### src/hdl/npcs_residue_unit.sv
// Shared residue step: advance one counter and wrap it at its prime.
module npcs_residue_unit #(
  parameter int VALUE_BITS = 16
) (
  input  logic [VALUE_BITS-1:0] prime,
  input  logic [VALUE_BITS-1:0] residue,
  output logic [VALUE_BITS-1:0] residue_upd,
  output logic                  wrap
);

  logic [VALUE_BITS-1:0] incr;

  // Increment modulo 2^VALUE_BITS, then fold back to zero at the prime
  always_comb begin
    incr        = residue + VALUE_BITS'(1);
    wrap        = (incr == prime);
    residue_upd = wrap ? '0 : incr;
  end

endmodule
### config.mk
export PLATFORM = sky130hd
export DESIGN_NAME = npcs_residue_unit
export DESIGN_NICKNAME = d
export VERILOG_FILES = /design/src/hdl/npcs_residue_unit.sv
export SDC_FILE = /design/constraint.sdc
export NUM_CORES = 1
export LEC_CHECK = 0
export BUFFER_PORTS_ARGS = -buffer_cell sky130_fd_sc_hd__clkbuf_2
export CAP_MARGIN = 20
export CORE_MARGIN = 2
export CORE_UTILIZATION = 52
export DETAILED_ROUTE_END_ITERATION = 12
export PLACE_DENSITY = 0.86
export SLEW_MARGIN = 0
export SYNTH_ARGS = -nofsm -noshare
export SYNTH_HDL_FRONTEND = slang
export SYNTH_SLANG_ARGS = --single-unit
### constraint.sdc
create_clock -name vclk -period 3.06
set_input_delay 0.459 -clock vclk [all_inputs]
set_output_delay 0.459 -clock vclk [all_outputs]
set_load 0.02 [all_outputs]
==> flow_summary.ini <==
[die]
boundaryPins = 49
coreArea_mm2 = 0.00219
die_y_um = 51.7
floorplan.initialDensity_pct = 54.0
dieArea_mm2 = 0.00267
dieWidth_um = 51.7
rows = 17

[pwr]
combPwrFrac_pct = 100.0
p_sw_share_pct = 57.6
p_int_uw = 95.6
p_per_area_mw_per_mm2 = 134
power_uw = 225
ir_drop_mv = 0.100
power_switching_uw = 130
power_frac_seq_pct = 0
clock_power_share_pct = 0
leakagePower_uw = 0.000739

[logic_synthesis]
synth_area_mm2 = 0.00118
syn_nets = 193
synth.yosys.seq_area_share_pct = 0
synth_warnings = 0
synth_cell_types = 49
synth_area_per_cell_um2 = 7.39
synthCells = 160

[detailed_routing]
wire_per_inst_um = 17.2
drtPass1Iterations = 5
viasPerCell = 6.30
drc = 0
dr_total_vias = 1550
finalWirelength_um = 4230
ant_nets = 0
drt_iter0_markers = 109

[sta]
setup_ws_ns = -0.0990
slew_headroom_pct = 66.5
maxSlewViolCount = 0
max_freq_ghz = 0.317
finalCritPeriodShare_pct = 103
period_needed_ns = 3.16
hold_viol = 0
setup_viol = 13
max_slew.worst_pin.slew_ns = 0.499
setup_tns_ns = -0.981

[critical_path]
worst_setup_path_end_kind = primary output
cp.required_ns = 2.60
cp_max_fo = 6
crit_arrival_ns = 2.70
critPathKind = primary input to primary output
start_kind = primary input

[final_layout]
seq_cell_count = 0
area_growth_syn_to_layout_pct = 42.1
clockBufferCount = 0
fin_util_pct = 76.7
final_cell_mix = clkbuf_2, xnor2_1, buf_4, nor2_2, nor2_1
layout_commonest_cell = clkbuf_2
seq_area_um2 = 0
drive_gt1_share_pct = 45.0
antenna_cells = 0
fin_cells = 246
finalNetCount = 253

[placed_design]
gp_congestion = 0.990
portBuffers = 49
post-place-cells = 241
dp_hpwl_um = 3050

[global_routing]
grt_pass1_wl_um = 6050
grt_pass1_vias = 1335
grt-ovfl-total = 0
grt_max_degree = 15
track_usage_pct = 28.8
grt_antenna_before_repair = 0

[worst_hold_path]
min_path_cells = 3
hold_path_class = primary input to primary output

[job]
cap_violations = 0

[clock_tree]
cts-hold-fix-buffers = 0

[outcome]
status = finished with violations
violations = setup timing
==> worst max-delay path, stage by stage <==
cell       delay, ns
clkbuf_4        0.16
ha_4            0.26
xnor2_2         0.14
o211ai_1        0.14
nor4bb_2        0.37
nand4_1         0.25
nor4_4          0.35
buf_4           0.20
clkbuf_16       0.16
nor2_2          0.04
clkbuf_2        0.15
==> worst paths after layout <==
path,startpoint,to,slack [ns]
max,residue[0],residue_upd[10],-0.1
min,residue[0],residue_upd[0],1.29
==> synth_stat cells, drive strengths merged <==
cell type | count | area, um^2
nand4 | 5 | 46.3
xnor3 | 3 | 67.6
or2 | 1 | 6.26
xnor2 | 20 | 175
o31ai | 2 | 15.0
a21o | 1 | 7.51
a2bb2oi | 1 | 8.76
o211ai | 2 | 15.0
a311oi | 2 | 17.5
a211oi | 4 | 30.0
nand4bb | 1 | 11.3
a221oi | 1 | 8.76
nor2 | 19 | 96.3
a21boi | 1 | 11.3
nand2b | 6 | 37.5
inv | 4 | 15.0
a31oi | 2 | 12.5
a21oi | 4 | 20.0
xor2 | 5 | 43.8
and2 | 3 | 18.8
or3b | 1 | 8.76
clkbuf | 2 | 7.51
ha | 1 | 12.5
buf | 8 | 47.5
o211a | 1 | 10.0
nand2 | 5 | 18.8
nor4bb | 1 | 10.0
nor4 | 10 | 114
and3 | 9 | 57.6
nor3 | 6 | 35.0
o21ai | 5 | 25.0
and4 | 1 | 8.76
nor4b | 2 | 17.5
nor2b | 7 | 43.8
nand3 | 10 | 67.6
o311a | 1 | 10.0
o22ai | 2 | 12.5
a2111o | 1 | 11.3
==> cells by family (layout without fill, tap and decap cells) <==
kind of cell | after synthesis | count (layout) | share of synthesized area, %
compound gates | 30 | 30 | 18.2
simple gates | 87 | 87 | 50.6
xor+xnor | 28 | 28 | 24.2
fa+ha+maj | 1 | 1 | 1.06
buf+inv | 14 | 72 | 5.93
==> stage by stage <==
| stage | hold slack (ns) | setup WS [ns] | cell area (um^2) |
|---|---|---|---|
| after floorplan | 0.998 | 0.300 | 1180 |
| after global placement | 1.28 | 0.0564 | 1530 |
| after detailed placement | 1.29 | -0.0339 | 1530 |
| after CTS | 1.30 | 0.0139 | 1540 |
| after global routing | 1.32 | -0.152 | 1680 |
| final | 1.29 | -0.0990 | 1680 |
==> layout make-up <==
type	count	area [um^2]
Fill cell	159	510
Multi-Input combinational cell	146	1210
Inverter	4	15.0
Tap cell	28	35.0
Timing Repair Buffer	68	424
==> routing by layer <==
layer  global-route usage, %  vias up  part of all wire (%)
met3                    2.01       18                   6.5
li1                        -      714                     -
met4                    3.07        0                   2.9
met5                       0        -                     0
met1                    35.4      731                    39
met2                    56.0       87                    52
==> timing repair <==
item / CTS / global route
setup endpoints to repair: 14 / 16
setup buffers: 0 / 4
cloned: 0 / 1
gates resized for setup: 2 / 20
pin swaps: 1 / 9
==> power by group through the flow <==
stage | registers [uW] | logic [uW] | clock network (uW)
after floorplan | 0 | 132 | 0
after global placement | 0 | 197 | 0
after detailed placement | 0 | 202 | 0
after CTS | 0 | 206 | 0
after global routing | 0 | 240 | 0
final | 0 | 225 | 0
Note: power is estimated with default switching activity, not from simulation.
